==> src/umpq_pkg.sv <==
// shared types and constants of the unsorted max priority queue
`default_nettype none

package umpq_pkg;

   localparam int VALUE_W  = 32;
   localparam int STATUS_W = 2;
   localparam int COUNT_W  = 5;

   localparam logic OP_ENQUEUE = 1'b0;
   localparam logic OP_DEQUEUE = 1'b1;

   localparam logic [STATUS_W-1:0] ST_DONE  = 2'd0;
   localparam logic [STATUS_W-1:0] ST_EMPTY = 2'd1;
   localparam logic [STATUS_W-1:0] ST_FULL  = 2'd2;

   typedef struct packed {
      logic load;
      logic classify;
      logic write_tail;
      logic scan_start;
      logic scan_read;
      logic shift_start;
      logic shift_read;
      logic dec_count;
      logic result_load;
   } umpq_cmd_type;

   typedef struct packed {
      logic op_is_deq;
      logic is_full;
      logic is_empty;
      logic scan_last;
      logic shift_done;
      logic out_free;
   } umpq_stat_type;

endpackage

`default_nettype wire

==> src/umpq_if.sv <==
// request and response channel interfaces
`default_nettype none

interface umpq_req_if import umpq_pkg::*; ();
   logic                      valid;
   logic                      ready;
   logic                      opcode;
   logic signed [VALUE_W-1:0] item_value;

   modport source (output valid, output opcode, output item_value, input ready);
   modport sink (input valid, input opcode, input item_value, output ready);
endinterface

interface umpq_rsp_if import umpq_pkg::*; ();
   logic                      valid;
   logic                      ready;
   logic [STATUS_W-1:0]       status;
   logic signed [VALUE_W-1:0] removed_value;
   logic [COUNT_W-1:0]        entry_count;

   modport source (output valid, output status, output removed_value, output entry_count,
                   input ready);
   modport sink (input valid, input status, input removed_value, input entry_count,
                 output ready);
endinterface

`default_nettype wire

==> src/umpq_datapath.sv <==
// entry store, scan and compaction datapath and result register
`default_nettype none

module umpq_datapath import umpq_pkg::*; #(
   parameter int CAPACITY = 16
) (
   input  wire logic                      clock,
   input  wire logic                      reset,
   input  wire umpq_cmd_type              cmd,
   output      umpq_stat_type             stat,
   input  wire logic                      req_opcode,
   input  wire logic signed [VALUE_W-1:0] req_item_value,
   output      logic                      rsp_valid,
   input  wire logic                      rsp_ready,
   output      logic [STATUS_W-1:0]       rsp_status,
   output      logic signed [VALUE_W-1:0] rsp_removed_value,
   output      logic [COUNT_W-1:0]        rsp_entry_count
);

   localparam int IDX_W = (CAPACITY > 1) ? $clog2(CAPACITY) : 1;
   localparam int CNT_W = $clog2(CAPACITY + 1);

   logic [VALUE_W-1:0] mem [CAPACITY];

   logic                      op_ff;
   logic signed [VALUE_W-1:0] val_ff;
   logic [STATUS_W-1:0]       code_ff, code_in;
   logic [CNT_W-1:0]          count_ff, count_in;
   logic [CNT_W-1:0]          ptr_ff, ptr_in;
   logic                      rd_vld_ff, rd_vld_in;
   logic                      rd_move_ff;
   logic [IDX_W-1:0]          rd_idx_ff;
   logic [VALUE_W-1:0]        rd_data_ff;
   logic signed [VALUE_W-1:0] best_val_ff;
   logic [IDX_W-1:0]          best_idx_ff;
   logic                      rsp_valid_ff, rsp_valid_in;
   logic [STATUS_W-1:0]       rsp_status_ff;
   logic signed [VALUE_W-1:0] rsp_removed_ff;
   logic [COUNT_W-1:0]        rsp_count_ff;

   logic                 mem_rd_en;
   logic                 mem_wr_en;
   logic [IDX_W-1:0]     mem_wr_addr;
   logic [VALUE_W-1:0]   mem_wr_data;
   logic                 take_best;
   logic [CNT_W-1:0]     count_less1;

   assign count_less1 = count_ff - CNT_W'(1);

   assign mem_rd_en   = cmd.scan_read || cmd.shift_read;
   assign mem_wr_en   = cmd.write_tail || (rd_vld_ff && rd_move_ff);
   assign mem_wr_addr = cmd.write_tail ? count_ff[IDX_W-1:0] : rd_idx_ff - IDX_W'(1);
   assign mem_wr_data = cmd.write_tail ? VALUE_W'(val_ff) : rd_data_ff;
   assign take_best   = rd_vld_ff && !rd_move_ff &&
                        ((rd_idx_ff == '0) || ($signed(rd_data_ff) > best_val_ff));

   // entry store
   always_ff @(posedge clock) begin
      if (mem_wr_en) begin
         mem[mem_wr_addr] <= mem_wr_data;
      end
      if (mem_rd_en) begin
         rd_data_ff <= mem[ptr_ff[IDX_W-1:0]];
      end
   end

   always_comb begin
      code_in = code_ff;
      if (cmd.classify) begin
         if (op_ff == OP_ENQUEUE) begin
            code_in = stat.is_full ? ST_FULL : ST_DONE;
         end else begin
            code_in = stat.is_empty ? ST_EMPTY : ST_DONE;
         end
      end

      count_in = count_ff;
      if (cmd.write_tail) begin
         count_in = count_ff + CNT_W'(1);
      end else if (cmd.dec_count) begin
         count_in = count_less1;
      end

      ptr_in = ptr_ff;
      if (cmd.scan_start) begin
         ptr_in = '0;
      end else if (cmd.shift_start) begin
         ptr_in = CNT_W'(best_idx_ff) + CNT_W'(1);
      end else if (mem_rd_en) begin
         ptr_in = ptr_ff + CNT_W'(1);
      end

      rd_vld_in = mem_rd_en;

      rsp_valid_in = rsp_valid_ff;
      if (cmd.result_load) begin
         rsp_valid_in = 1'b1;
      end else if (rsp_ready) begin
         rsp_valid_in = 1'b0;
      end
   end

   always_ff @(posedge clock) begin
      if (reset) begin
         count_ff     <= '0;
         rd_vld_ff    <= 1'b0;
         rsp_valid_ff <= 1'b0;
      end else begin
         count_ff     <= count_in;
         rd_vld_ff    <= rd_vld_in;
         rsp_valid_ff <= rsp_valid_in;
      end
   end

   always_ff @(posedge clock) begin
      if (cmd.load) begin
         op_ff  <= req_opcode;
         val_ff <= req_item_value;
      end
      code_ff <= code_in;
      ptr_ff  <= ptr_in;
      if (mem_rd_en) begin
         rd_move_ff <= cmd.shift_read;
         rd_idx_ff  <= ptr_ff[IDX_W-1:0];
      end
      if (take_best) begin
         best_val_ff <= $signed(rd_data_ff);
         best_idx_ff <= rd_idx_ff;
      end
      if (cmd.result_load) begin
         rsp_status_ff  <= code_ff;
         rsp_removed_ff <= ((op_ff == OP_DEQUEUE) && (code_ff == ST_DONE)) ? best_val_ff : '0;
         rsp_count_ff   <= COUNT_W'(count_ff);
      end
   end

   assign stat.op_is_deq  = (op_ff == OP_DEQUEUE);
   assign stat.is_full    = (count_ff == CNT_W'(CAPACITY));
   assign stat.is_empty   = (count_ff == '0);
   assign stat.scan_last  = (ptr_ff == count_less1);
   assign stat.shift_done = (ptr_ff >= count_ff);
   assign stat.out_free   = !rsp_valid_ff || rsp_ready;

   assign rsp_valid         = rsp_valid_ff;
   assign rsp_status        = rsp_status_ff;
   assign rsp_removed_value = rsp_removed_ff;
   assign rsp_entry_count   = rsp_count_ff;

   a_count_bounded : assert property (@(posedge clock) disable iff (reset)
      count_ff <= CNT_W'(CAPACITY))
      else $error("entry count above capacity");

   a_count_step : assert property (@(posedge clock) disable iff (reset)
      (!$past(reset) && (count_ff != $past(count_ff))) |->
      ((count_ff == $past(count_ff) + CNT_W'(1)) || (count_ff == $past(count_ff) - CNT_W'(1))))
      else $error("entry count moved by more than one");

   a_no_tail_during_move : assert property (@(posedge clock) disable iff (reset)
      cmd.write_tail |-> !rd_vld_ff)
      else $error("tail write collides with a pending read");

endmodule

`default_nettype wire

==> src/umpq_ctrl.sv <==
// sequencing state machine of the priority queue
`default_nettype none

module umpq_ctrl import umpq_pkg::*; (
   input  wire logic          clock,
   input  wire logic          reset,
   input  wire logic          req_valid,
   output      logic          req_ready,
   input  wire umpq_stat_type stat,
   output      umpq_cmd_type  cmd
);

   localparam logic [2:0] S_IDLE        = 3'd0;
   localparam logic [2:0] S_CLASSIFY    = 3'd1;
   localparam logic [2:0] S_SCAN        = 3'd2;
   localparam logic [2:0] S_SCAN_WAIT   = 3'd3;
   localparam logic [2:0] S_SHIFT_START = 3'd4;
   localparam logic [2:0] S_SHIFT       = 3'd5;
   localparam logic [2:0] S_FINISH      = 3'd6;

   logic [2:0] state_ff, state_in;

   always_comb begin
      state_in  = state_ff;
      cmd       = '0;
      req_ready = 1'b0;
      unique case (state_ff)
         S_IDLE: begin
            req_ready = 1'b1;
            if (req_valid) begin
               cmd.load = 1'b1;
               state_in = S_CLASSIFY;
            end
         end
         S_CLASSIFY: begin
            cmd.classify = 1'b1;
            if (!stat.op_is_deq) begin
               cmd.write_tail = !stat.is_full;
               state_in       = S_FINISH;
            end else if (stat.is_empty) begin
               state_in = S_FINISH;
            end else begin
               cmd.scan_start = 1'b1;
               state_in       = S_SCAN;
            end
         end
         S_SCAN: begin
            cmd.scan_read = 1'b1;
            if (stat.scan_last) begin
               state_in = S_SCAN_WAIT;
            end
         end
         S_SCAN_WAIT: begin
            state_in = S_SHIFT_START;
         end
         S_SHIFT_START: begin
            cmd.shift_start = 1'b1;
            state_in        = S_SHIFT;
         end
         S_SHIFT: begin
            if (stat.shift_done) begin
               cmd.dec_count = 1'b1;
               state_in      = S_FINISH;
            end else begin
               cmd.shift_read = 1'b1;
            end
         end
         S_FINISH: begin
            if (stat.out_free) begin
               cmd.result_load = 1'b1;
               state_in        = S_IDLE;
            end
         end
         default: begin
            state_in = S_IDLE;
         end
      endcase
   end

   always_ff @(posedge clock) begin
      if (reset) begin
         state_ff <= S_IDLE;
      end else begin
         state_ff <= state_in;
      end
   end

   a_one_memory_op : assert property (@(posedge clock) disable iff (reset)
      $onehot0({cmd.write_tail, cmd.scan_read, cmd.shift_read}))
      else $error("more than one store operation in a cycle");

   a_load_then_classify : assert property (@(posedge clock) disable iff (reset)
      cmd.load |=> cmd.classify)
      else $error("accepted item not classified next cycle");

   a_result_when_free : assert property (@(posedge clock) disable iff (reset)
      cmd.result_load |-> stat.out_free)
      else $error("result loaded over a waiting result");

endmodule

`default_nettype wire

==> src/unsorted_max_priority_queue_top.sv <==
// top level of the unsorted max priority queue
//
// req_ch carries one item per transfer: opcode (enqueue or dequeue) and a
// signed 32-bit item_value. rsp_ch returns exactly one result per item:
// status, removed_value and the entry count after the item.
// Entries are kept packed in insertion order in a single-port-read memory.
// An enqueue writes the tail in the classify state, then the last state loads
// the result register; the next transfer is taken back in the idle state.
// A dequeue reads every held entry, one a cycle, keeping the first largest,
// then moves the younger entries down one place, one a cycle, and the last
// state loads the result. Full or empty cases go from the classify state
// straight to the last state, as an enqueue does.
// One item is worked on at a time; the next transfer is taken once the result
// sits in the output register, while that result still waits for rsp_ch.ready.
// A stalled receiver holds the result; a later result waits in the last state.
// Synchronous reset empties the queue at once; no clearing pass is needed.
`default_nettype none

module unsorted_max_priority_queue_top import umpq_pkg::*; #(
   parameter int CAPACITY = 16
) (
   input wire logic   clock,
   input wire logic   reset,
   umpq_req_if.sink   req_ch,
   umpq_rsp_if.source rsp_ch
);

   umpq_cmd_type  cmd;
   umpq_stat_type stat;

   umpq_ctrl u_ctrl (
      .clock     (clock),
      .reset     (reset),
      .req_valid (req_ch.valid),
      .req_ready (req_ch.ready),
      .stat      (stat),
      .cmd       (cmd)
   );

   umpq_datapath #(
      .CAPACITY (CAPACITY)
   ) u_datapath (
      .clock             (clock),
      .reset             (reset),
      .cmd               (cmd),
      .stat              (stat),
      .req_opcode        (req_ch.opcode),
      .req_item_value    (req_ch.item_value),
      .rsp_valid         (rsp_ch.valid),
      .rsp_ready         (rsp_ch.ready),
      .rsp_status        (rsp_ch.status),
      .rsp_removed_value (rsp_ch.removed_value),
      .rsp_entry_count   (rsp_ch.entry_count)
   );

endmodule

`default_nettype wire
==> src/flat_wrapper.sv <==
// flat-port wrapper written by rule: the top's interface ports become plain ports
module unsorted_max_priority_queue_top_flat import umpq_pkg::*;
#(
   parameter int CAPACITY = 16
)
  (clock, reset, req_ch_valid, req_ch_opcode, req_ch_item_value, req_ch_ready, rsp_ch_valid, rsp_ch_status, rsp_ch_removed_value, rsp_ch_entry_count, rsp_ch_ready);
  umpq_req_if req_ch_i ();
  umpq_rsp_if rsp_ch_i ();
  input wire logic clock;
  input wire logic reset;
  input wire logic [$bits(req_ch_i.valid)-1:0] req_ch_valid;
  input wire logic [$bits(req_ch_i.opcode)-1:0] req_ch_opcode;
  input wire logic [$bits(req_ch_i.item_value)-1:0] req_ch_item_value;
  output wire logic [$bits(req_ch_i.ready)-1:0] req_ch_ready;
  output wire logic [$bits(rsp_ch_i.valid)-1:0] rsp_ch_valid;
  output wire logic [$bits(rsp_ch_i.status)-1:0] rsp_ch_status;
  output wire logic [$bits(rsp_ch_i.removed_value)-1:0] rsp_ch_removed_value;
  output wire logic [$bits(rsp_ch_i.entry_count)-1:0] rsp_ch_entry_count;
  input wire logic [$bits(rsp_ch_i.ready)-1:0] rsp_ch_ready;
  assign req_ch_i.valid = req_ch_valid;
  assign req_ch_i.opcode = req_ch_opcode;
  assign req_ch_i.item_value = req_ch_item_value;
  assign req_ch_ready = req_ch_i.ready;
  assign rsp_ch_valid = rsp_ch_i.valid;
  assign rsp_ch_status = rsp_ch_i.status;
  assign rsp_ch_removed_value = rsp_ch_i.removed_value;
  assign rsp_ch_entry_count = rsp_ch_i.entry_count;
  assign rsp_ch_i.ready = rsp_ch_ready;
  unsorted_max_priority_queue_top #(.CAPACITY(CAPACITY)) u_core (.clock(clock), .reset(reset), .req_ch(req_ch_i), .rsp_ch(rsp_ch_i));
endmodule
==> config.mk <==
export PLATFORM = sky130hd
export DESIGN_NAME = unsorted_max_priority_queue_top_flat
export DESIGN_NICKNAME = d
export VERILOG_FILES = /design/src/umpq_pkg.sv /design/src/umpq_if.sv /design/src/umpq_datapath.sv /design/src/umpq_ctrl.sv /design/src/unsorted_max_priority_queue_top.sv /design/src/flat_wrapper.sv
export SDC_FILE = /design/constraint.sdc
export NUM_CORES = 1
export LEC_CHECK = 0
export ABC_AREA = 1
export BUFFER_PORTS_ARGS = -buffer_cell sky130_fd_sc_hd__buf_2
export CAP_MARGIN = 20
export CORE_ASPECT_RATIO = 1.1
export CORE_UTILIZATION = 40
export DETAILED_ROUTE_END_ITERATION = 10
export GPL_TIMING_DRIVEN = 0
export SKIP_LAST_GASP = 1
export SLEW_MARGIN = 40
export SYNTH_ARGS = -nofsm -noshare
export SYNTH_HDL_FRONTEND = slang
export SYNTH_SLANG_ARGS = --single-unit
==> constraint.sdc <==
create_clock -name clock -period 3.38 [get_ports clock]
set_input_delay 0.507 -clock clock [delete_from_list [all_inputs] [get_ports clock]]
set_output_delay 0.507 -clock clock [all_outputs]
set_load 0.03 [all_outputs]
==> run_summary.xml, run 1 <==
<?xml version="1.0" encoding="UTF-8"?>
<metrics>
  <group name="synthesis">
    <metric name="synth_cells" unit="">1907</metric>
    <metric name="synth.cell_area" unit="um^2">27000</metric>
    <metric name="syn_area_per_cell" unit="um^2">14.2</metric>
    <metric name="count_of_synthesis_stage_warnings_from_yosys" unit="">0</metric>
    <metric name="synth.ff_latch_count" unit="">674</metric>
    <metric name="synth_enable_flop_cells" unit="">659</metric>
    <metric name="synth-main-ff-cell" unit="">edfxtp_1</metric>
    <metric name="asyncSetResetFlopFracSynth" unit="%">0</metric>
    <metric name="number_of_different_library_cells_in_the_post_synthesis_netlist" unit="">42</metric>
    <metric name="synthTopCellsByArea" unit="">edfxtp_1 (73%), nor2_1 (3.7%), mux2i_1 (3.6%), o221ai_1 (3.1%), nand2_1 (2.9%)</metric>
    <metric name="ys_seq_area_share" unit="%">74.4</metric>
    <metric name="synth_largest_area_cell" unit="">edfxtp_1</metric>
    <metric name="yosys.area.top_type_share" unit="%">73.3</metric>
    <metric name="syn_nets" unit="">1986</metric>
  </group>
  <group name="worst_setup_path">
    <metric name="launching_point_of_the_worst_reg2reg_path" unit="">u_core.u_datapath.ptr_ff[0]</metric>
    <metric name="reg2reg_slack" unit="ns">0.16</metric>
    <metric name="worst_path_largest_cell_delay" unit="ns">0.41</metric>
    <metric name="critical_path.reg2reg.endpoint" unit="">u_core.u_datapath.ptr_ff[4]</metric>
    <metric name="critical-path-top-cell-by-count" unit="">buf_6</metric>
    <metric name="data_arrival_time_of_the_critical_path" unit="ns">3.70</metric>
    <metric name="critPathLaunch" unit="">u_core.u_datapath.ptr_ff[0]</metric>
    <metric name="required" unit="ns">3.86</metric>
    <metric name="maximum_fanout_encountered_on_the_critical_timing_path" unit="">20</metric>
    <metric name="end_kind" unit="">flip-flop</metric>
    <metric name="cpMaxStageDelayCell" unit="">dfxtp_4</metric>
    <metric name="cp-start-kind" unit="">flip-flop</metric>
    <metric name="worstPathBufferInverterCount" unit="">6</metric>
    <metric name="crit_chain" unit="">buf_6, inv_2, buf_2, buf_6, ha_1, inv_1, a21boi_0, o21bai_1, nand3_2, nand2_8, buf_12, nor2_2, nor3_1, nor3_2</metric>
    <metric name="worst-setup-path-type" unit="">reg -&gt; reg</metric>
    <metric name="timing.reg2reg.worst_path_depth" unit="">14</metric>
    <metric name="path_depth" unit="">14</metric>
    <metric name="cpLargestDelayFamily" unit="">buffers and inverters</metric>
  </group>
  <group name="finish">
    <metric name="mostFrequentLayoutCells" unit="">edfxtp_1 (659), nor2_1 (250), nand2_1 (209)</metric>
    <metric name="most_frequent_standard_cell_in_the_layout_excluding_fill_and_tap_cells" unit="">edfxtp_1</metric>
    <metric name="num-nets-final" unit="">2178</metric>
    <metric name="final_layout_size_suffix_gt1_share" unit="%">14.5</metric>
    <metric name="antenna_cells" unit="">0</metric>
    <metric name="fin_util" unit="%">47.8</metric>
    <metric name="syn_to_final_growth" unit="%">17.6</metric>
    <metric name="fillerInstances" unit="">5688</metric>
  </group>
  <group name="timing">
    <metric name="skew" unit="ns">0.0287</metric>
    <metric name="layout_min_cycle_time" unit="ns">3.22</metric>
    <metric name="timing.final.max_slew_violations" unit="">0</metric>
    <metric name="setup_viol_count_final" unit="">0</metric>
    <metric name="post-route-period-util" unit="%">95.3</metric>
    <metric name="worst-slew-pin-transition" unit="ns">0.999</metric>
    <metric name="fin_setup_tns" unit="ns">0</metric>
    <metric name="grt_setup_unrepaired" unit="">true</metric>
    <metric name="slew-limit-headroom" unit="%">33.4</metric>
    <metric name="achievable-frequency" unit="MHz">311</metric>
    <metric name="worst_slack_setup_final" unit="ns">0.161</metric>
    <metric name="timing_hold_violations_final" unit="">0</metric>
  </group>
  <group name="floorplanning">
    <metric name="die_y" unit="um">275</metric>
    <metric name="initial_core_util" unit="%">40.6</metric>
    <metric name="placementRows" unit="">99</metric>
    <metric name="design.core.area" unit="um^2">66500</metric>
    <metric name="design.die.area" unit="um^2">68600</metric>
    <metric name="pin_count" unit="">78</metric>
    <metric name="die_w" unit="um">250</metric>
  </group>
  <group name="min_path">
    <metric name="hold_path_startpoint" unit="">req_ch_item_value[12]</metric>
    <metric name="min_path_cells" unit="">1</metric>
    <metric name="holdPathEnd" unit="">u_core.u_datapath.val_ff[12]</metric>
    <metric name="hold_path_class" unit="">in -&gt; reg</metric>
  </group>
  <group name="placement">
    <metric name="place.gp.congestion" unit="">0.842</metric>
    <metric name="dp.final_hpwl" unit="um">54500</metric>
    <metric name="post-place-ws" unit="ns">-0.404</metric>
    <metric name="buffer_ports.inserted" unit="">77</metric>
  </group>
  <group name="grt">
    <metric name="grt_antenna_before_repair" unit="">2</metric>
    <metric name="first_pass_grt_wire_length" unit="um">114000</metric>
    <metric name="groute.usage.overall" unit="%">23.1</metric>
    <metric name="grt.overflow.total" unit="">0</metric>
    <metric name="number_of_global_route_vias_before_repair" unit="">16900</metric>
    <metric name="grt_start_max_net_pins" unit="">22</metric>
  </group>
  <group name="drt">
    <metric name="route.vias.total" unit="">17200</metric>
    <metric name="drt_iter0_drc" unit="">2310</metric>
    <metric name="drt-wirelength-per-cell" unit="um">26.4</metric>
    <metric name="vias_per_cell" unit="">5.73</metric>
    <metric name="wl" unit="um">79300</metric>
    <metric name="detail-route-antenna-nets" unit="">0</metric>
    <metric name="detail_route.drc_violations" unit="">0</metric>
    <metric name="first_pass_iters" unit="">6</metric>
  </group>
  <group name="status">
    <metric name="run_status" unit="">complete, no violations</metric>
  </group>
  <group name="clock_network">
    <metric name="cts.root.buffer_cell" unit="">clkbuf_16</metric>
    <metric name="cts_tree" unit="">built</metric>
    <metric name="clkSinkCount" unit="">674</metric>
    <metric name="htreeDepth" unit="">3</metric>
    <metric name="cts_max_path_buffers" unit="">3</metric>
    <metric name="clk_pin_slew_worst_paths" unit="ns">0.06</metric>
    <metric name="cts_made_buffers" unit="">69</metric>
    <metric name="clk-insertion-delay-late" unit="ns">0.62</metric>
    <metric name="number_of_buffers_inserted_by_hold_repair_at_cts" unit="">0</metric>
  </group>
  <group name="power">
    <metric name="p_per_area" unit="nW/um^2">911</metric>
    <metric name="worst_ir_drop_vdd" unit="V">0.000449</metric>
    <metric name="power.total" unit="mW">28.9</metric>
    <metric name="p_leak" unit="nW">11.2</metric>
  </group>
  <group name="flow_run">
    <metric name="cap_viol_max_count" unit="">0</metric>
  </group>
</metrics>
registers in the layout, summed over array words and instances (netlist names):
signal	count
u_core.u_datapath.rd_data_ff	32
u_core.u_datapath.mem	512
u_core.u_datapath.rsp_removed_value	32
u_core.u_datapath.count_ff	5
u_core.u_datapath.rd_vld_ff	1
u_core.u_datapath.val_ff	32
u_core.u_datapath.rsp_status	2
u_core.u_datapath.op_ff	1
u_core.u_ctrl.state_ff	3
u_core.u_datapath.best_idx_ff	4
u_core.u_datapath.rsp_entry_count	5
u_core.u_datapath.code_ff	2
u_core.u_datapath.best_val_ff	32
u_core.u_datapath.rsp_valid	1
u_core.u_datapath.rd_idx_ff	4
u_core.u_datapath.ptr_ff	5
u_core.u_datapath.rd_move_ff	1
layer usage:
metal	vias up	part of all wire, %	wire, um	GRT usage (%)
li1	7519	-	-	-
met1	8614	39	31300	30.0
met2	926	47	37600	38.2
met3	184	8.9	7090	3.70
met4	0	4.3	3370	10.7
met5	-	0	0	0
kinds of logic (layout without fill, tap and decap cells):
family                     count (synthesis)  in the layout  synth area share (%)
AOI/OAI and AO/OA                        343            343                  8.53
xor gates and xnor gates                  10             10                 0.324
adders and majority gates                 42             42                  1.95
buffers and inverters                    191            435                  2.99
DFF                                      674            674                  74.4
muxes                                     96             96                  3.56
and+or+nand+nor                          551            551                  8.26
layout make-up:
| cell class | instances | area [um^2] | area share, % |
|---|---|---|---|
| Multi-Input combinational cell | 1042 | 6280 | 19.8 |
| Clock inverter | 34 | 350 | 1.10 |
| Sequential cell | 674 | 20100 | 63.3 |
| Timing Repair Buffer | 121 | 1300 | 4.09 |
| Inverter | 85 | 319 | 1.00 |
| Buffer | 106 | 508 | 1.60 |
| Tap cell | 858 | 1070 | 3.38 |
| Clock buffer | 89 | 1840 | 5.81 |
Yosys cell counts, types with 29 or more instances:
| cell type | instances |
|---|---|
| nand2_1 | 210 |
| o32ai_1 | 29 |
| o21ai_0 | 143 |
| clkbuf_1 | 64 |
| nor2_1 | 268 |
| o211ai_1 | 32 |
| mux2i_1 | 96 |
| nand3_1 | 46 |
| inv_1 | 75 |
| edfxtp_1 | 659 |
| o221ai_1 | 96 |
| ha_1 | 42 |
where the power goes:
part           switching, mW  internal (mW)  total [mW]
sequential             0.492           11.2        11.7
clock                   3.17           4.33        7.50
combinational           7.16           2.56        9.71
worst max path at each step:
stage | slack [ns] | to
after floorplan | 0.13 | u_core.u_datapath.mem[10][0]
after detailed placement | -0.40 | u_core.u_datapath.ptr_ff[3]
after global routing | -0.004 | u_core.u_datapath.mem[8][21]
final | 0.16 | u_core.u_datapath.ptr_ff[4]
after CTS | 0.1 | u_core.u_datapath.ptr_ff[3]
after global placement | -2.23 | u_core.u_datapath.mem[5][10]
metrics by stage:
| stage | cells | instance area, um^2 | hold WS [ns] |
|---|---|---|---|
| finish | 3009 | 31800 | 0.0662 |
| global route | 3009 | 31800 | 0.0587 |
| CTS | 3008 | 31700 | 0.0397 |
| detailed placement | 2885 | 29500 | 0.437 |
| global placement | 2842 | 28500 | 0.435 |
| floorplan | 1907 | 27000 | 0.426 |
repair_timing:
action,CTS,global route
pin swaps,0,3
cloned,0,0
endpoints found under the hold margin,0,0
gates resized for setup,5,2
buffers inserted,0,1
setup endpoints to repair,24,34
No activity file was read; power rests on OpenSTA's default activity.
==> run 2: changes to the inputs <==
PLACE_DENSITY_LB_ADDON = 0.15   (was not set)
==> run 2 against run 1 <==
Critical path depth decreased by 3. Routed wire length up 2.0%. Register-to-register slack improved by 0.04 ns. Sequential share of layout area is 0.13 points lower. Clock skew down 0.0030 ns. Via count is 1.8% lower. Hold slack worse by 0.0053 ns. Worst setup slack gained 0.039 ns. Sequential power hardly changed. Utilization grew 0.094 points. Count of clock-buffer cells in the layout unchanged. Critical endpoint is now u_core.u_datapath.rd_data_ff[9].
==> run_summary.xml, run 2 (synthesis results as in run 1) <==
<?xml version="1.0" encoding="UTF-8"?>
<metrics>
  <group name="status">
    <metric name="run_status" unit="">complete, no violations</metric>
  </group>
  <group name="floorplanning">
    <metric name="design.die.area" unit="um^2">68600</metric>
    <metric name="placementRows" unit="">99</metric>
    <metric name="pin_count" unit="">78</metric>
    <metric name="die_w" unit="um">250</metric>
    <metric name="design.core.area" unit="um^2">66500</metric>
    <metric name="initial_core_util" unit="%">40.6</metric>
    <metric name="die_y" unit="um">275</metric>
  </group>
  <group name="finish">
    <metric name="syn_to_final_growth" unit="%">17.9</metric>
    <metric name="final_layout_size_suffix_gt1_share" unit="%">14.9</metric>
    <metric name="largest-register" unit="">u_core.u_datapath.mem</metric>
    <metric name="mostFrequentLayoutCells" unit="">edfxtp_1 (659), nor2_1 (250), nand2_1 (209)</metric>
    <metric name="instances_no_fill" unit="">3020</metric>
    <metric name="final_cell_area" unit="um^2">31800</metric>
    <metric name="most_frequent_standard_cell_in_the_layout_excluding_fill_and_tap_cells" unit="">edfxtp_1</metric>
    <metric name="largest_register_ffs" unit="">512</metric>
    <metric name="num-nets-final" unit="">2184</metric>
    <metric name="fin_util" unit="%">47.8</metric>
  </group>
  <group name="worst_setup_path">
    <metric name="cpLargestDelayFamily" unit="">buffers and inverters</metric>
    <metric name="maximum_fanout_encountered_on_the_critical_timing_path" unit="">22</metric>
    <metric name="cp-start-kind" unit="">flip-flop</metric>
    <metric name="critical-path-top-cell-by-count" unit="">buf_4</metric>
    <metric name="required" unit="ns">3.68</metric>
    <metric name="worstPathBufferInverterCount" unit="">6</metric>
    <metric name="data_arrival_time_of_the_critical_path" unit="ns">3.48</metric>
    <metric name="cpMaxStageDelayCell" unit="">dfxtp_2</metric>
    <metric name="worst-setup-path-type" unit="">reg -&gt; reg</metric>
    <metric name="crit_chain" unit="">buf_4, inv_2, buf_2, buf_4, ha_1, inv_1, a21boi_0, o21bai_1, nand3_1, nand2_8, buf_12</metric>
    <metric name="end_kind" unit="">flip-flop</metric>
    <metric name="worst_path_largest_cell_delay" unit="ns">0.39</metric>
  </group>
  <group name="placement">
    <metric name="place.gp.congestion" unit="">0.837</metric>
    <metric name="buffer_ports.inserted" unit="">77</metric>
    <metric name="post-place-cells" unit="">2889</metric>
    <metric name="placed_cell_area" unit="um^2">29600</metric>
    <metric name="dp.final_hpwl" unit="um">55500</metric>
  </group>
  <group name="clock_network">
    <metric name="cts.root.buffer_cell" unit="">clkbuf_16</metric>
    <metric name="clkSinkCount" unit="">674</metric>
    <metric name="clk-insertion-delay-late" unit="ns">0.62</metric>
    <metric name="cts_tree" unit="">built</metric>
    <metric name="cts_max_path_buffers" unit="">3</metric>
    <metric name="number_of_buffers_inserted_by_hold_repair_at_cts" unit="">0</metric>
    <metric name="cts_made_buffers" unit="">71</metric>
    <metric name="htreeDepth" unit="">3</metric>
    <metric name="clk_pin_slew_worst_paths" unit="ns">0.06</metric>
  </group>
  <group name="timing">
    <metric name="hold_ws" unit="ns">0.0609</metric>
    <metric name="skew" unit="ns">0.0256</metric>
    <metric name="timing.final.max_slew_violations" unit="">0</metric>
    <metric name="post-route-period-util" unit="%">94.1</metric>
    <metric name="setup_viol_count_final" unit="">0</metric>
    <metric name="achievable-frequency" unit="MHz">314</metric>
    <metric name="grt_setup_unrepaired" unit="">false</metric>
    <metric name="timing_hold_violations_final" unit="">0</metric>
    <metric name="slew-limit-headroom" unit="%">37.8</metric>
    <metric name="worst-slew-pin-transition" unit="ns">0.932</metric>
    <metric name="layout_min_cycle_time" unit="ns">3.18</metric>
  </group>
  <group name="grt">
    <metric name="first_pass_grt_wire_length" unit="um">116000</metric>
    <metric name="grt.overflow.total" unit="">0</metric>
    <metric name="number_of_global_route_vias_before_repair" unit="">16600</metric>
    <metric name="groute.usage.overall" unit="%">23.7</metric>
    <metric name="grt_start_max_net_pins" unit="">23</metric>
    <metric name="grt_antenna_before_repair" unit="">0</metric>
  </group>
  <group name="drt">
    <metric name="drt-wirelength-per-cell" unit="um">26.8</metric>
    <metric name="vias_per_cell" unit="">5.61</metric>
    <metric name="wl" unit="um">80900</metric>
    <metric name="detail_route.drc_violations" unit="">0</metric>
    <metric name="route.vias.total" unit="">16900</metric>
    <metric name="met2_wl" unit="um">39000</metric>
    <metric name="detail-route-antenna-nets" unit="">0</metric>
    <metric name="drt_iter0_drc" unit="">1889</metric>
    <metric name="dr.max_layer_used" unit="">met4</metric>
    <metric name="first_pass_iters" unit="">6</metric>
    <metric name="wl_met1" unit="um">33400</metric>
    <metric name="route.met3.wl" unit="um">6230</metric>
  </group>
  <group name="power">
    <metric name="seq_power_share" unit="%">40.5</metric>
    <metric name="int_power" unit="mW">17.9</metric>
    <metric name="p_per_area" unit="nW/um^2">909</metric>
    <metric name="p_leak" unit="nW">11.2</metric>
    <metric name="switching_power" unit="mW">11.0</metric>
    <metric name="clockPowerShare" unit="%">25.3</metric>
    <metric name="worst_ir_drop_vdd" unit="V">0.000386</metric>
    <metric name="sw_share" unit="%">38.0</metric>
    <metric name="pwr-share-comb" unit="%">34.1</metric>
  </group>
  <group name="flow_run">
    <metric name="cap_viol_max_count" unit="">0</metric>
  </group>
  <group name="min_path">
    <metric name="hold_path_class" unit="">in -&gt; reg</metric>
  </group>
</metrics>
-- run 2: cell count changes in the layout (fill, tap and decap cells not counted), sizes merged --
| cell | change |
|---|---|
| bufinv | -5 |
| clkinvlp | -2 |
| diode | +1 |
| buf | +4 |
| inv | -1 |
| clkinv | +14 |
-- run 2: metal layers --
layer / track usage [%] / up-vias
li1: - / 7539
met4: 8.35 / 0
met3: 3.93 / 135
met5: 0 / -
met1: 31.2 / 8483
met2: 39.7 / 781
-- run 2: worst paths after layout --
check	from	endpoint	slack (ns)	depth (start not counted)
worst max-delay path	u_core.u_datapath.ptr_ff[0]	u_core.u_datapath.rd_data_ff[9]	0.20	11
worst min-delay path	req_ch_item_value[8]	u_core.u_datapath.val_ff[8]	0.06	1
worst max register to register	u_core.u_datapath.ptr_ff[0]	u_core.u_datapath.rd_data_ff[9]	0.20	11
worst min register to register	u_core.u_datapath.code_ff[0]	u_core.u_datapath.rsp_status[0]	0.45	0
-- run 2: final cells by class --
cell class | count | area, um^2
Fill cell | 5716 | 34700
Antenna cell | 1 | 2.50
Multi-Input combinational cell | 1042 | 6280
Clock inverter | 40 | 221
Inverter | 85 | 319
Timing Repair Buffer | 125 | 1410
Sequential cell | 674 | 20100
Clock buffer | 89 | 1930
Buffer | 106 | 505
Tap cell | 858 | 1070
-- run 2: stage by stage --
stage          power, mW  TNS [ns]  setup WS, ns
3_5_place_dp        21.6     -2.39        -0.138
4_1_cts             28.9         0        0.0841
3_3_place_gp        21.1  -1148.32         -2.27
2_1_floorplan       17.2         0         0.129
6_report            28.9         0         0.200
5_1_grt             30.1         0        0.0345
-- run 2: power by group through the flow --
stage / Clock [mW] / Combinational, mW / Sequential (mW)
finish: 7.33 / 9.88 / 11.7
global route: 7.74 / 10.5 / 11.8
CTS: 7.43 / 9.80 / 11.7
detailed placement: 0 / 9.77 / 11.9
global placement: 0 / 9.17 / 11.9
floorplan: 0 / 5.49 / 11.7
-- run 2: timing repair --
item                                    CTS  global route
pin swaps                                 0             0
resized for setup                         2             3
buffers inserted                          0             0
endpoints found under the setup margin   27            28
==> run 3: changes to the inputs <==
CORE_UTILIZATION = 28   (was 40)
==> run 3 against run 2 <==
Total power rose by 3.8%. Cell area rose by 2.3%. Hold slack about the same. Critical path type unchanged.
==> run_summary.xml, run 3 (synthesis results as in run 1) <==
<?xml version="1.0" encoding="UTF-8"?>
<metrics>
  <group name="status">
    <metric name="run_status" unit="">complete, no violations</metric>
  </group>
  <group name="floorplanning">
    <metric name="placementRows" unit="">119</metric>
    <metric name="design.core.area" unit="um^2">95600</metric>
    <metric name="design.die.area" unit="um^2">97700</metric>
    <metric name="die_y" unit="um">328</metric>
    <metric name="pin_count" unit="">78</metric>
    <metric name="die_w" unit="um">298</metric>
    <metric name="initial_core_util" unit="%">28.3</metric>
  </group>
  <group name="finish">
    <metric name="largest_register_ffs" unit="">512</metric>
    <metric name="fin_util" unit="%">34.1</metric>
    <metric name="mostFrequentLayoutCells" unit="">edfxtp_1 (659), nor2_1 (250), nand2_1 (209)</metric>
    <metric name="final_cell_area" unit="um^2">32600</metric>
    <metric name="multiInputGateArea" unit="um^2">6260</metric>
    <metric name="final_layout_size_suffix_gt1_share" unit="%">15.7</metric>
    <metric name="syn_to_final_growth" unit="%">20.6</metric>
    <metric name="most_frequent_standard_cell_in_the_layout_excluding_fill_and_tap_cells" unit="">edfxtp_1</metric>
    <metric name="sequential_cell_area" unit="um^2">20100</metric>
    <metric name="antenna_cells" unit="">0</metric>
    <metric name="num-nets-final" unit="">2195</metric>
    <metric name="largest-register" unit="">u_core.u_datapath.mem</metric>
    <metric name="fillerInstances" unit="">9377</metric>
  </group>
  <group name="clock_network">
    <metric name="htreeDepth" unit="">3</metric>
    <metric name="cts_max_path_buffers" unit="">3</metric>
    <metric name="clk-insertion-delay-late" unit="ns">0.62</metric>
    <metric name="number_of_buffers_inserted_by_hold_repair_at_cts" unit="">0</metric>
    <metric name="cts_tree" unit="">built</metric>
    <metric name="cts.root.buffer_cell" unit="">clkbuf_16</metric>
    <metric name="clk_pin_slew_worst_paths" unit="ns">0.06</metric>
    <metric name="cts_made_buffers" unit="">75</metric>
    <metric name="clkSinkCount" unit="">674</metric>
  </group>
  <group name="drt">
    <metric name="wl" unit="um">90300</metric>
    <metric name="vias_per_cell" unit="">4.89</metric>
    <metric name="first_pass_iters" unit="">5</metric>
    <metric name="detail-route-antenna-nets" unit="">0</metric>
    <metric name="detail_route.drc_violations" unit="">0</metric>
    <metric name="drt-wirelength-per-cell" unit="um">26.2</metric>
    <metric name="route.vias.total" unit="">16800</metric>
    <metric name="drt_iter0_drc" unit="">1653</metric>
  </group>
  <group name="timing">
    <metric name="skew" unit="ns">0.0253</metric>
    <metric name="worst_slack_setup_final" unit="ns">0.173</metric>
    <metric name="setup_viol_count_final" unit="">0</metric>
    <metric name="layout_min_cycle_time" unit="ns">3.21</metric>
    <metric name="slew-limit-headroom" unit="%">40.4</metric>
    <metric name="grt_setup_unrepaired" unit="">false</metric>
    <metric name="post-route-period-util" unit="%">94.9</metric>
    <metric name="achievable-frequency" unit="MHz">312</metric>
    <metric name="worst-slew-pin-transition" unit="ns">0.894</metric>
    <metric name="timing.final.max_slew_violations" unit="">0</metric>
    <metric name="timing_hold_violations_final" unit="">0</metric>
  </group>
  <group name="grt">
    <metric name="groute.usage.overall" unit="%">18.4</metric>
    <metric name="grt.overflow.total" unit="">0</metric>
    <metric name="grt_antenna_before_repair" unit="">7</metric>
    <metric name="first_pass_grt_wire_length" unit="um">126000</metric>
    <metric name="grt_start_max_net_pins" unit="">26</metric>
    <metric name="number_of_global_route_vias_before_repair" unit="">16900</metric>
  </group>
  <group name="flow_run">
    <metric name="cap_viol_max_count" unit="">0</metric>
  </group>
  <group name="power">
    <metric name="worst_ir_drop_vdd" unit="V">0.000500</metric>
    <metric name="int_power" unit="mW">18.6</metric>
    <metric name="switching_power" unit="mW">11.4</metric>
    <metric name="seq_power_share" unit="%">39.2</metric>
    <metric name="pwr-share-comb" unit="%">33.7</metric>
    <metric name="p_leak" unit="nW">11.4</metric>
    <metric name="p_per_area" unit="nW/um^2">922</metric>
    <metric name="clockPowerShare" unit="%">27.1</metric>
    <metric name="sw_share" unit="%">37.9</metric>
  </group>
  <group name="worst_setup_path">
    <metric name="data_arrival_time_of_the_critical_path" unit="ns">3.50</metric>
    <metric name="required" unit="ns">3.68</metric>
    <metric name="cp-start-kind" unit="">flip-flop</metric>
    <metric name="end_kind" unit="">flip-flop</metric>
    <metric name="worst-setup-path-type" unit="">reg -&gt; reg</metric>
    <metric name="maximum_fanout_encountered_on_the_critical_timing_path" unit="">25</metric>
  </group>
  <group name="placement">
    <metric name="place.gp.congestion" unit="">0.782</metric>
    <metric name="post-place-ws" unit="ns">-0.304</metric>
    <metric name="buffer_ports.inserted" unit="">77</metric>
    <metric name="dp.final_hpwl" unit="um">62000</metric>
    <metric name="placed_cell_area" unit="um^2">30100</metric>
  </group>
  <group name="min_path">
    <metric name="hold_path_class" unit="">in -&gt; reg</metric>
  </group>
</metrics>
## run 3: final timing paths
| check | start | endpoint | slack, ns | depth (start not counted) |
|---|---|---|---|---|
| worst min register to register | u_core.u_datapath.code_ff[1] | u_core.u_datapath.rsp_status[1] | 0.46 | 0 |
| worst max-delay path | u_core.u_datapath.ptr_ff[0] | u_core.u_datapath.rd_data_ff[6] | 0.17 | 11 |
| worst max register to register | u_core.u_datapath.ptr_ff[0] | u_core.u_datapath.rd_data_ff[6] | 0.17 | 11 |
| worst min-delay path | req_ch_item_value[9] | u_core.u_datapath.val_ff[9] | 0.06 | 1 |
## run 3: worst max-delay path, cell delays in order, from the launching register on
cell	delay [ns]
dfxtp_2	0.41
buf_6	0.22
inv_2	0.18
buf_2	0.31
buf_4	0.35
ha_1	0.29
inv_1	0.07
a21boi_0	0.09
o21bai_1	0.20
nand3_1	0.25
nand2_4	0.20
buf_12	0.25
## run 3: cell type report
type / count / share of cell area, %
sequential: 674 / 61.7
multi-input combinational: 1042 / 19.2
clock buffer: 93 / 6.16
tap: 1270 / 4.88
timing repair buffer: 132 / 4.20
buffer: 106 / 1.60
clock inverter: 41 / 1.23
inverter: 85 / 0.980
## run 3: per-stage QoR
stage          hold slack, ns  std cells   TNS, ns  power [mW]
2_1_floorplan           0.426       1907         0        17.2
6_report               0.0611       3443         0        30.0
3_5_place_dp            0.451       3303     -8.36        22.1
4_1_cts                0.0193       3439         0        30.2
5_1_grt                0.0369       3443         0        31.3
3_3_place_gp            0.439       3254  -1389.54        21.6
## run 3: routing by layer
metal | GRT usage (%) | part of all wire (%) | wire, um
met5 | 0 | 0.039 | 35
met4 | 6.61 | 3.1 | 2790
met3 | 3.92 | 6.4 | 5800
met2 | 31.5 | 49 | 44100
met1 | 22.8 | 42 | 37600
## run 3: power by group through the flow
stage          Sequential, mW  Combinational, mW  Clock [mW]
6_report                 11.8               10.1        8.14
2_1_floorplan            11.7               5.49           0
3_5_place_dp             11.9               10.1           0
5_1_grt                  11.8               10.9        8.59
4_1_cts                  11.8               10.2        8.30
3_3_place_gp             12.0               9.57           0
## run 3: repair_timing
item | 4_1_cts | 5_1_grt
endpoints found under the setup margin | 31 | 41
pin swaps | 1 | 1
buffers inserted | 2 | 3
gates resized for setup | 2 | 1
hold endpoints to repair | 0 | 0
